File: config.mk
export PLATFORM = sky130hd
export DESIGN_NAME = scrolling_text_column_generator_unit
export DESIGN_NICKNAME = d
export VERILOG_FILES = /design/src/design/scrl_pkg.sv /design/src/design/scrl_text_mem.sv /design/src/design/scrl_scroll_ctrl.sv /design/src/design/scrolling_text_column_generator_unit.sv
export VERILOG_INCLUDE_DIRS = /design/src /design/src/design
export SDC_FILE = /design/constraint.sdc
export NUM_CORES = 1
export LEC_CHECK = 0
export BUFFER_PORTS_ARGS = -buffer_cell sky130_fd_sc_hd__buf_2
export CAP_MARGIN = 40
export CELL_PAD_IN_SITES_DETAIL_PLACEMENT = 0
export CELL_PAD_IN_SITES_GLOBAL_PLACEMENT = 1
export CORE_UTILIZATION = 51
export CTS_BUF_LIST = sky130_fd_sc_hd__clkbuf_8
export DETAILED_ROUTE_END_ITERATION = 10
export GPL_TIMING_DRIVEN = 0
export PLACE_DENSITY_LB_ADDON = 0.25
export SYNTH_ARGS = -nofsm -noshare
export SYNTH_HDL_FRONTEND = slang
export SYNTH_HIERARCHICAL = 1
export SYNTH_SLANG_ARGS = --single-unit
File: constraint.sdc
create_clock -name clk -period 6.6 [get_ports clk]
set_input_delay 0.99 -clock clk [delete_from_list [all_inputs] [get_ports clk]]
set_output_delay 0.99 -clock clk [all_outputs]
set_load 0.03 [all_outputs]
File: src/design/scrolling_text_column_generator_unit_macros.svh
// assertion macros for the scrolling text column generator
`ifndef SCROLLING_TEXT_COLUMN_GENERATOR_UNIT_MACROS_SVH
`define SCROLLING_TEXT_COLUMN_GENERATOR_UNIT_MACROS_SVH

`ifndef SYNTHESIS

`define SCRL_ASSERT_NOW(lbl, ante, cons) \
    lbl: assert property (@(posedge clk) disable iff (!rst_n) (ante) |-> (cons)) \
        else $error("scrl assertion failed: same cycle check");

`define SCRL_ASSERT_NEXT(lbl, ante, cons) \
    lbl: assert property (@(posedge clk) disable iff (!rst_n) (ante) |=> (cons)) \
        else $error("scrl assertion failed: next cycle check");

`else

`define SCRL_ASSERT_NOW(lbl, ante, cons)

`define SCRL_ASSERT_NEXT(lbl, ante, cons)

`endif

`endif

File: src/design/scrl_pkg.sv
// shared types, constants and font table of the scrolling text column generator
`default_nettype none

package scrl_pkg;

    localparam int TEXT_DEPTH = 64;

    localparam logic [1:0] FUNC_WRITE = 2'd0;
    localparam logic [1:0] FUNC_TICK  = 2'd1;
    localparam logic [1:0] FUNC_READ  = 2'd2;

    localparam logic [2:0]        GLYPH_COLS   = 3'd5;
    localparam logic signed [10:0] WRAP_POS    = 11'sd20;
    localparam logic signed [9:0] WRAP_TARGET  = -10'sd5;
    localparam logic signed [9:0] RESTART_POS  = -10'sd1;
    localparam logic [9:0]        RECIP_SIX    = 10'd683;

    localparam logic [5:0] GLYPH_SPACE  = 6'd26;
    localparam logic [5:0] GLYPH_DIGIT0 = 6'd27;
    localparam logic [5:0] GLYPH_QMARK  = 6'd37;

    typedef struct packed {
        logic             wr_ok;
        logic             is_read;
        logic             show;
        logic [2:0]       gcol;
        logic [6:0]       char_num;
        logic signed [9:0] pos_next;
        logic             wrapped;
    } scrl_item_t;

    localparam logic [6:0] FONT_TABLE [0:37][0:4] = '{
        '{7'd63, 7'd68, 7'd68, 7'd68, 7'd63},
        '{7'd127, 7'd73, 7'd73, 7'd73, 7'd54},
        '{7'd62, 7'd65, 7'd65, 7'd65, 7'd34},
        '{7'd127, 7'd65, 7'd65, 7'd65, 7'd62},
        '{7'd127, 7'd73, 7'd73, 7'd73, 7'd73},
        '{7'd127, 7'd72, 7'd72, 7'd72, 7'd72},
        '{7'd62, 7'd65, 7'd65, 7'd69, 7'd39},
        '{7'd127, 7'd8, 7'd8, 7'd8, 7'd127},
        '{7'd65, 7'd65, 7'd127, 7'd65, 7'd65},
        '{7'd2, 7'd5, 7'd1, 7'd1, 7'd126},
        '{7'd127, 7'd8, 7'd20, 7'd34, 7'd65},
        '{7'd127, 7'd1, 7'd1, 7'd1, 7'd1},
        '{7'd127, 7'd32, 7'd16, 7'd32, 7'd127},
        '{7'd127, 7'd48, 7'd8, 7'd6, 7'd127},
        '{7'd127, 7'd65, 7'd65, 7'd65, 7'd127},
        '{7'd127, 7'd72, 7'd72, 7'd72, 7'd48},
        '{7'd126, 7'd66, 7'd70, 7'd66, 7'd127},
        '{7'd127, 7'd72, 7'd76, 7'd74, 7'd49},
        '{7'd49, 7'd73, 7'd73, 7'd73, 7'd70},
        '{7'd64, 7'd64, 7'd127, 7'd64, 7'd64},
        '{7'd126, 7'd1, 7'd1, 7'd1, 7'd126},
        '{7'd124, 7'd6, 7'd1, 7'd6, 7'd124},
        '{7'd124, 7'd3, 7'd124, 7'd3, 7'd124},
        '{7'd65, 7'd54, 7'd8, 7'd54, 7'd65},
        '{7'd64, 7'd32, 7'd31, 7'd32, 7'd64},
        '{7'd67, 7'd69, 7'd73, 7'd81, 7'd97},
        '{7'd0, 7'd0, 7'd0, 7'd0, 7'd0},
        '{7'd127, 7'd67, 7'd93, 7'd97, 7'd127},
        '{7'd33, 7'd65, 7'd127, 7'd1, 7'd1},
        '{7'd38, 7'd73, 7'd73, 7'd73, 7'd49},
        '{7'd34, 7'd73, 7'd73, 7'd73, 7'd54},
        '{7'd28, 7'd36, 7'd79, 7'd4, 7'd4},
        '{7'd121, 7'd73, 7'd73, 7'd73, 7'd79},
        '{7'd127, 7'd73, 7'd73, 7'd73, 7'd79},
        '{7'd65, 7'd66, 7'd76, 7'd80, 7'd96},
        '{7'd127, 7'd73, 7'd73, 7'd73, 7'd127},
        '{7'd121, 7'd73, 7'd73, 7'd73, 7'd127},
        '{7'd32, 7'd64, 7'd77, 7'd80, 7'd32}
    };

    function automatic logic [5:0] glyph_of(input logic [7:0] code);
        logic [7:0] diff;
        begin
            diff = 8'd0;
            if (code >= 8'h41 && code <= 8'h5A)
            begin
                diff = code - 8'h41;
                glyph_of = diff[5:0];
            end
            else if (code >= 8'h30 && code <= 8'h39)
            begin
                diff = code - 8'h30;
                glyph_of = GLYPH_DIGIT0 + diff[5:0];
            end
            else if (code == 8'h20)
            begin
                glyph_of = GLYPH_SPACE;
            end
            else
            begin
                glyph_of = GLYPH_QMARK;
            end
        end
    endfunction

    function automatic logic [6:0] font_column(input logic [7:0] code, input logic [2:0] gcol);
        begin
            if (gcol < GLYPH_COLS)
                font_column = FONT_TABLE[glyph_of(code)][gcol];
            else
                font_column = 7'd0;
        end
    endfunction

endpackage

`default_nettype wire

File: src/design/scrl_text_mem.sv
// character store, one write and one registered read port
`default_nettype none

module scrl_text_mem #(
    parameter int DEPTH = 64,
    parameter int AW    = 6
) (
    input  wire logic          clk,
    input  wire logic          wr_en,
    input  wire logic [AW-1:0] wr_addr,
    input  wire logic [7:0]    wr_data,
    input  wire logic          rd_en,
    input  wire logic [AW-1:0] rd_addr,
    output logic [7:0]         rd_data
);

    logic [7:0] mem [DEPTH];

    always_ff @(posedge clk)
    begin
        if (wr_en)
            mem[wr_addr] <= wr_data;
    end

    always_ff @(posedge clk)
    begin
        if (rd_en)
            rd_data <= mem[rd_addr];
    end

endmodule

`default_nettype wire

File: src/design/scrl_scroll_ctrl.sv
// scroll offset and text length state, request decode and column arithmetic
`default_nettype none
`include "scrolling_text_column_generator_unit_macros.svh"

module scrl_scroll_ctrl #(
    parameter int MAX_TEXT = 64
) (
    input  wire logic             clk,
    input  wire logic             rst_n,
    input  wire logic             accept,
    input  wire logic [1:0]       func,
    input  wire logic [5:0]       char_index,
    input  wire logic             last_char,
    input  wire logic [3:0]       column,
    output scrl_pkg::scrl_item_t  item
);

    import scrl_pkg::*;

    localparam logic [8:0] MAX_TEXT_W = 9'(MAX_TEXT);

    logic signed [9:0] offset_reg;
    logic signed [9:0] offset_next;
    logic [6:0]        length_reg;
    logic [6:0]        length_next;

    logic signed [9:0]  off_inc;
    logic [6:0]         len_m1;
    logic [8:0]         span;
    logic signed [10:0] wrap_at;
    logic               wrap_hit;
    logic               idx_ok;
    logic signed [10:0] u;
    logic [8:0]         un;
    logic [18:0]        prod;
    logic [6:0]         k;
    logic [8:0]         k_six;
    logic [8:0]         g_full;
    logic [2:0]         g;

    always_comb
    begin
        off_inc  = offset_reg + 10'sd1;
        len_m1   = (length_reg == 7'd0) ? 7'd0 : length_reg - 7'd1;
        span     = {len_m1, 2'b00} + {1'b0, len_m1, 1'b0};
        wrap_at  = WRAP_POS + signed'({2'b00, span});
        wrap_hit = ({off_inc[9], off_inc} == wrap_at);
        idx_ok   = ({3'b000, char_index} < MAX_TEXT_W);

        u        = {offset_reg[9], offset_reg} - signed'({7'd0, column});
        un       = u[8:0];
        prod     = un * RECIP_SIX;
        k        = prod[18:12];
        k_six    = {k, 2'b00} + {1'b0, k, 1'b0};
        g_full   = un - k_six;
        g        = g_full[2:0];

        offset_next  = offset_reg;
        length_next  = length_reg;
        item.wr_ok    = 1'b0;
        item.is_read  = 1'b0;
        item.wrapped  = 1'b0;
        item.gcol     = g;
        item.char_num = k;
        item.show     = !u[10] && (g < GLYPH_COLS) && (k < length_reg)
                        && ({2'b00, k} < MAX_TEXT_W);

        unique case (func)
            FUNC_WRITE:
            begin
                item.wr_ok = idx_ok;
                if (idx_ok && last_char)
                begin
                    length_next = {1'b0, char_index} + 7'd1;
                    offset_next = RESTART_POS;
                end
            end
            FUNC_TICK:
            begin
                if (wrap_hit)
                begin
                    offset_next  = WRAP_TARGET;
                    item.wrapped = 1'b1;
                end
                else
                begin
                    offset_next = off_inc;
                end
            end
            FUNC_READ:
            begin
                item.is_read = 1'b1;
            end
            default:
            begin
            end
        endcase

        item.pos_next = offset_next;
    end

    always_ff @(posedge clk or negedge rst_n)
    begin
        if (!rst_n)
        begin
            offset_reg <= RESTART_POS;
            length_reg <= 7'd0;
        end
        else if (accept)
        begin
            offset_reg <= offset_next;
            length_reg <= length_next;
        end
    end

    `SCRL_ASSERT_NOW(a_length_bound, 1'b1, {2'b00, length_reg} <= MAX_TEXT_W)
    `SCRL_ASSERT_NEXT(a_last_restart, accept && func == FUNC_WRITE && last_char && idx_ok, offset_reg == RESTART_POS && length_reg == {1'b0, $past(char_index)} + 7'd1)
    `SCRL_ASSERT_NEXT(a_wrap_target, accept && item.wrapped, offset_reg == WRAP_TARGET)

endmodule

`default_nettype wire

File: src/design/scrolling_text_column_generator_unit.sv
// top level: request decode, character store read, font lookup and result register
// datapath: a taken request enters the read stage (store read), then the font lookup loads the result register
// throughput: one request per cycle while results are taken, set by the single store read port
// a stalled result holds the read stage; requests stop once both stages are full
// reset: asynchronous, offset -1 and text length 0; the character store is not cleared
`default_nettype none
`include "scrolling_text_column_generator_unit_macros.svh"

module scrolling_text_column_generator_unit #(
    parameter int MAX_TEXT = scrl_pkg::TEXT_DEPTH
) (
    input  wire logic        clk,
    input  wire logic        rst_n,
    input  wire logic        req_valid,
    output logic             req_ready,
    input  wire logic [1:0]  func,
    input  wire logic [5:0]  char_index,
    input  wire logic [7:0]  char_code,
    input  wire logic        last_char,
    input  wire logic [3:0]  column,
    output logic             rsp_valid,
    input  wire logic        rsp_ready,
    output logic [6:0]       row_bits,
    output logic signed [9:0] scroll_position,
    output logic             wrapped
);

    import scrl_pkg::*;

    localparam int AW = (MAX_TEXT > 1) ? $clog2(MAX_TEXT) : 1;

    scrl_item_t item;
    logic       accept;
    logic       s1_adv;
    logic [7:0] rd_data;

    logic              s1_valid_reg;
    logic              s1_valid_next;
    logic              s1_read_reg;
    logic              s1_show_reg;
    logic [2:0]        s1_gcol_reg;
    logic signed [9:0] s1_pos_reg;
    logic              s1_wrap_reg;

    logic              out_valid_reg;
    logic              out_valid_next;
    logic [6:0]        out_rows_reg;
    logic signed [9:0] out_pos_reg;
    logic              out_wrap_reg;
    logic              out_read_reg;

    assign s1_adv    = s1_valid_reg && (!out_valid_reg || rsp_ready);
    assign req_ready = !s1_valid_reg || s1_adv;
    assign accept    = req_valid && req_ready;

    scrl_scroll_ctrl #(
        .MAX_TEXT(MAX_TEXT)
    ) u_ctrl (
        .clk       (clk),
        .rst_n     (rst_n),
        .accept    (accept),
        .func      (func),
        .char_index(char_index),
        .last_char (last_char),
        .column    (column),
        .item      (item)
    );

    scrl_text_mem #(
        .DEPTH(MAX_TEXT),
        .AW   (AW)
    ) u_mem (
        .clk    (clk),
        .wr_en  (accept && item.wr_ok),
        .wr_addr(AW'(char_index)),
        .wr_data(char_code),
        .rd_en  (accept && item.is_read),
        .rd_addr(AW'(item.char_num)),
        .rd_data(rd_data)
    );

    always_comb
    begin
        s1_valid_next = accept || (s1_valid_reg && !s1_adv);
        out_valid_next = s1_adv || (out_valid_reg && !rsp_ready);
    end

    always_ff @(posedge clk or negedge rst_n)
    begin
        if (!rst_n)
        begin
            s1_valid_reg  <= 1'b0;
            out_valid_reg <= 1'b0;
        end
        else
        begin
            s1_valid_reg  <= s1_valid_next;
            out_valid_reg <= out_valid_next;
        end
    end

    always_ff @(posedge clk)
    begin
        if (accept)
        begin
            s1_read_reg <= item.is_read;
            s1_show_reg <= item.is_read && item.show;
            s1_gcol_reg <= item.gcol;
            s1_pos_reg  <= item.pos_next;
            s1_wrap_reg <= item.wrapped;
        end
        if (s1_adv)
        begin
            out_rows_reg <= s1_show_reg ? font_column(rd_data, s1_gcol_reg) : 7'd0;
            out_pos_reg  <= s1_pos_reg;
            out_wrap_reg <= s1_wrap_reg;
            out_read_reg <= s1_read_reg;
        end
    end

    assign rsp_valid       = out_valid_reg;
    assign row_bits        = out_rows_reg;
    assign scroll_position = out_pos_reg;
    assign wrapped         = out_wrap_reg;

    `SCRL_ASSERT_NOW(a_wrap_pos, out_valid_reg && out_wrap_reg, out_pos_reg == WRAP_TARGET)
    `SCRL_ASSERT_NOW(a_rows_read_only, out_valid_reg && out_rows_reg != 7'd0, out_read_reg && !out_wrap_reg)
    `SCRL_ASSERT_NEXT(a_s1_drains, s1_valid_reg && !out_valid_reg, out_valid_reg)

endmodule

`default_nettype wire

==> results of run 1 <==
## metal layers
metal	global-route usage [%]	wire length (um)	vias up
li1	-	-	7414
met1	36.9	28800	8603
met2	42.6	33900	806
met3	4.75	5500	171
met4	10.7	2920	2
met5	0	13	-
## cell families (layout without fill, tap and decap cells)
logic type,Yosys count,after routing,synth area share [%]
DFF,572,572,62.8
muxes,168,168,12.0
AOI/OAI and AO/OA,305,305,8.05
and+or+nand+nor,391,391,7.09
adders and majority gates,99,99,5.16
buffers and inverters,193,469,3.28
xor gates and xnor gates,45,45,1.60
## area by class of cell
class                      count  area share, %
sequential                   572           54.2
multi-input combinational   1008           31.2
clock buffer                  91           3.97
timing repair buffer         114           2.94
tap                          688           2.73
buffer                        99           2.63
clock inverter                72           1.16
inverter                      93           1.12
## synthesized netlist by cell type, types with 10 or more instances
cell,number
dfstp_2,10
clkbuf_1,43
inv_1,92
fa_1,22
mux4_2,126
edfxtp_1,553
xnor2_1,26
mux2i_1,28
xor2_1,16
buf_2,27
a221oi_1,10
and3_1,15
o22ai_1,13
ha_1,77
o21ai_0,30
buf_4,13
nor3_1,20
nand2_1,71
a21o_1,13
a31oi_1,19
o211ai_1,18
nand3_1,44
nand4_1,13
o221ai_1,16
o31ai_1,15
mux2_2,14
a211oi_1,12
nor2_1,141
nor2b_1,22
nand2b_1,15
a21oi_1,60
## per-stage QoR
step,cell area (um^2),cells,setup WS (ns),utilization (%),hold WS (ns)
2_1_floorplan,27300,1773,-0.563,-,0.400
3_3_place_gp,28400,2505,-2.12,54.0,0.401
3_5_place_dp,28700,2532,-2.14,54.6,0.405
4_1_cts,31200,2724,-0.308,59.3,0.246
5_1_grt,31500,2737,-0.485,59.9,0.279
6_report,31500,2737,-0.304,59.9,0.277
## worst max-delay path: cells and delay by family, from the launching register on
kind,cells,cell delay (ns)
XOR/XNOR,2,0.29
multiplexers,2,1.08
flip-flops,1,0.55
buffers and inverters,8,0.80
adder cells (fa/ha/maj),6,2.32
AND/OR/NAND/NOR,4,0.65
AO/OA/AOI/OAI,6,0.89
## worst paths after layout
kind | start | end | depth (start not counted) | slack [ns]
max in group asynchronous | rst_n | u_ctrl/offset_reg[0]$_DFFE_PN1P_ | 1 | 5.94
min in group clk | s1_pos_reg[0]$_DFFE_PP_ | scroll_position[0]$_DFFE_PP_ | 0 | 0.42
hold / removal | rst_n | rsp_valid$_DFF_PN0_ | 1 | 0.28
setup reg to reg | u_ctrl/offset_reg[1]$_DFFE_PN1P_ | u_mem/rd_data[4]$_DFFE_PP_ | 28 | -0.30
hold reg to reg | s1_pos_reg[0]$_DFFE_PP_ | scroll_position[0]$_DFFE_PP_ | 0 | 0.42
setup / recovery | u_ctrl/offset_reg[1]$_DFFE_PN1P_ | u_mem/rd_data[4]$_DFFE_PP_ | 28 | -0.30
## repair_timing
item,4_1_cts,5_1_grt
pin swaps,36,28
gates cloned,0,1
endpoints found under the setup margin,9,9
gates resized for setup,145,42
setup buffers,30,11
==> results.cfg, run 1 <==
[logic_synthesis]
synth_top_area_share_pct = 61.0
syn_inst = 1773
ys_seq_area_share_pct = 62.8
synthArstFlopShare_pct = 3.32
synth_seq_cells = 572
avgSynthCellArea_um2 = 15.4
synth_cell_types = 100
synth_edf_count = 553
synthFlopType = edfxtp_1
yosysTopAreaCell = edfxtp_1
ys_top_cells_by_area = edfxtp_1, mux4_2, ha_1, nor2_1, fa_1
syn_nets = 1897
syn-cell-area_mm2 = 0.0272
yosys_warnings = 6

[timing]
fmax_ghz = 0.145
finClkSkew_ns = 0.0262
fin_crit_sh_pct = 105
min_period_ns = 6.90
maxSlewHeadroom_pct = 39.1
finalSetupTns_ns = -2.00
setup-violations-final = 8
rsz0062_at_grt = yes
max_slew.worst_pin.slew_ns = 0.911
hold_viol = 0
drv_slew = 0
layout_setup_ws_ns = -0.304

[setup_path]
path_common_cell = inv_2
crit_path_max_incr_delay_ns = 0.56
crit_path_end_kind = flop
critical_path.max_fanout = 6
path_class = reg -> reg
crit_required_ns = 7.01
arrival_ns = 7.31
cp_slowest_cell = mux4_2
startpoint_type = flop

[cts]
clk_pin_slew_ns = 0.06
clockBufferDepth = 3
cts_tree = built
hold_buffers = 0
root_buffer = clkbuf_8
numCtsBuffers = 89
clock-sinks = 572
clock_latency_ns = 0.70
cts.htree.levels = 3

[global_routing]
grt_max_degree = 58
grt.total_usage_pct = 26.8
overflow = 0
grt_antenna_before_repair = 1
first_global_vias = 16600
grt_pass1_wl_um = 105000

[routing]
avgRoutedWirePerCell_um = 26.0
first_pass_iters = 5
via_count = 17000
drc = 0
drt_iter0_drc = 1732
wirelength_um = 71200
drtAntennaViolNets = 0
viasPerCell = 6.21

[floorplan]
row_count = 84
fp.dieW_um = 233
initial_utilization_pct = 51.7
core_area_mm2 = 0.0527
num_io_pins = 45
dieArea_mm2 = 0.0543
chipHeight_um = 233

[outcome]
violations = negative setup slack
outcome = finished with violations

[final_layout]
mostFrequentLayoutCell = edfxtp_1
syn_to_final_growth_pct = 15.8
nets = 2101
regArea_mm2 = 0.0171
multi_input_area_mm2 = 0.00984
largest_reg_flops = 512
antenna_cells = 0
final_cell_mix = edfxtp_1, nor2_1, mux4_2, inv_1, clkbuf_8
regMostFlops = u_mem/mem
drive_gt1_share_pct = 27.3
nFillCells = 4009

[placement]
hpwlAfterDp_um = 49100
place.gp.congestion = 0.947
port_buffers = 44

[job]
maxCapViolCount = 0

[worst_hold_path]
hold_class = in -> async
Power of run 1 is not shown: default switching activity piles up to over one toggle a cycle in this logic, so the estimate is an artifact.
==> run 2: changes to the inputs <==
--- a/config.mk
+++ b/config.mk
@@ -14,7 +14,8 @@
 export CTS_BUF_LIST = sky130_fd_sc_hd__clkbuf_8
 export DETAILED_ROUTE_END_ITERATION = 10
 export GPL_TIMING_DRIVEN = 0
-export PLACE_DENSITY_LB_ADDON = 0.25
+export PLACE_DENSITY_LB_ADDON = 0.1
+export SLEW_MARGIN = 20
 export SYNTH_ARGS = -nofsm -noshare
 export SYNTH_HDL_FRONTEND = slang
 export SYNTH_HIERARCHICAL = 1
==> results.cfg, run 2 (synthesized netlist as in run 1, its figures left out) <==
[global_routing]
gr-usage-met3_pct = 4.99
grt_util_met2_pct = 45.7
met1_usage_pct = 35.7
grt_max_degree = 41
overflow = 0
grt.busiest_layer = met2
grt.total_usage_pct = 27.4
grt_pass1_wl_um = 107000
first_global_vias = 17000
grt_antenna_before_repair = 0

[setup_path]
startpoint_type = input port
crit_path_end_kind = flop
crit_required_ns = 7.01
arrival_ns = 7.32
path_class = in -> reg
critical_path.max_fanout = 10

[final_layout]
layout.cells.non_filler = 2760
mostFrequentLayoutCell = edfxtp_1
nets = 2126
drive_gt1_share_pct = 28.5
antenna_cells = 0
final_cell_mix = edfxtp_1, nor2_1, mux4_2, inv_1, clkbuf_8
syn_to_final_growth_pct = 17.6
regMostFlops = u_mem/mem
regArea_mm2 = 0.0171
nFillCells = 4007
largest_reg_flops = 512
multi_input_area_mm2 = 0.00994
design_area_mm2 = 0.0320

[timing]
fin_crit_sh_pct = 105
setup-violations-final = 9
finClkSkew_ns = 0.0419
rsz0062_at_grt = yes
min_period_ns = 6.91
max_slew.worst_pin.slew_ns = 0.875
maxSlewHeadroom_pct = 41.4
hold_viol = 0
fin_hold_ws_ns = 0.279
drv_slew = 0
layout_setup_ws_ns = -0.313
fmax_ghz = 0.145

[floorplan]
core_area_mm2 = 0.0527
dieArea_mm2 = 0.0543
row_count = 84
num_io_pins = 45
fp.dieW_um = 233
chipHeight_um = 233
initial_utilization_pct = 51.7

[placement]
placed_cells = 2533
place_area_mm2 = 0.0288
place.gp.congestion = 0.941
port_buffers = 44
hpwlAfterDp_um = 50300

[cts]
clockBufferDepth = 3
clock-sinks = 572
cts_tree = built
cts.htree.levels = 3
clk_pin_slew_ns = 0.06
root_buffer = clkbuf_8
clock_latency_ns = 0.70
numCtsBuffers = 92
hold_buffers = 0

[routing]
wirelength_um = 72400
drc = 0
first_pass_iters = 5
avgRoutedWirePerCell_um = 26.2
drtAntennaViolNets = 0
drt_iter0_drc = 1827
viasPerCell = 6.14
via_count = 16900

[worst_hold_path]
hold_class = in -> async

[job]
maxCapViolCount = 0

[outcome]
violations = negative setup slack
outcome = finished with violations
==> run 2: changes by cell type in the layout (fill, tap and decap cells not counted), moves of 4 or more <==
cell and change:
buf_4 +16, inv_1 -7, buf_16 +4, bufinv_16 +4, o22ai_1 -4
==> run 2: worst max-delay path: stages <==
cell and delay [ns]:
buf_2 0.10, ha_4 0.12, inv_2 0.03, fa_2 0.33
a21o_1 0.18, a21o_4 0.24, nor3_4 0.21, xnor2_2 0.13
ha_2 0.33, inv_1 0.05, fa_1 0.57, fa_1 0.45
fa_1 0.52, inv_1 0.04, ha_1 0.34, inv_1 0.06
o31a_1 0.36, o221ai_2 0.24, a21oi_1 0.15, xnor2_2 0.24
buf_6 0.21, buf_6 0.20, mux4_2 0.32, mux2_2 0.31
a221oi_2 0.43, o2bb2ai_4 0.14
==> run 2: cell type report <==
class | count | share of cell area (%)
sequential | 572 | 53.4
multi-input combinational | 1008 | 31.1
clock buffer | 93 | 4.00
timing repair buffer | 136 | 3.61
tap | 688 | 2.69
buffer | 99 | 2.67
clock inverter | 71 | 1.49
inverter | 93 | 1.10
==> run 2: final timing paths <==
path                                                   from                                to  slack, ns  cells after the start
max                                               column[0]        u_mem/rd_data[2]$_DFFE_PP_      -0.31                     26
min                                                   rst_n  u_ctrl/length_reg[1]$_DFFE_PN0P_       0.28                      1
max reg2reg                u_ctrl/offset_reg[0]$_DFFE_PN1P_        u_mem/rd_data[2]$_DFFE_PP_      -0.31                     26
min reg2reg                         s1_pos_reg[7]$_DFFE_PP_      scroll_position[7]$_DFFE_PP_       0.41                      0
max in group asynchronous                             rst_n  u_ctrl/offset_reg[2]$_DFFE_PN1P_       5.95                      1
min in group clk                    s1_pos_reg[7]$_DFFE_PP_      scroll_position[7]$_DFFE_PP_       0.41                      0
==> run 2: metal layers <==
| metal | vias to the layer above | part of all wire (%) |
|---|---|---|
| li1 | 7467 | - |
| met1 | 8628 | 40 |
| met2 | 670 | 50 |
| met3 | 175 | 6.5 |
| met4 | 0 | 3.5 |
| met5 | - | 0 |
==> run 2: what timing repair did <==
item / in CTS / in global routing
resized for setup: 168 / 31
pin swaps: 22 / 19
hold endpoints to repair: 0 / 0
gates cloned: 2 / 0
buffers inserted: 25 / 11
setup endpoints to repair: 9 / 9
==> run 2: metrics by stage <==
step	setup TNS (ns)	setup slack [ns]	utilization (%)
2_1_floorplan	-4.29	-0.563	-
3_3_place_gp	-18.84	-2.48	54.0
3_5_place_dp	-18.78	-2.48	54.7
4_1_cts	-2.35	-0.312	60.0
5_1_grt	-4.91	-0.585	60.8
6_report	-2.48	-0.313	60.8
Power of run 2 is left out for the same reason.
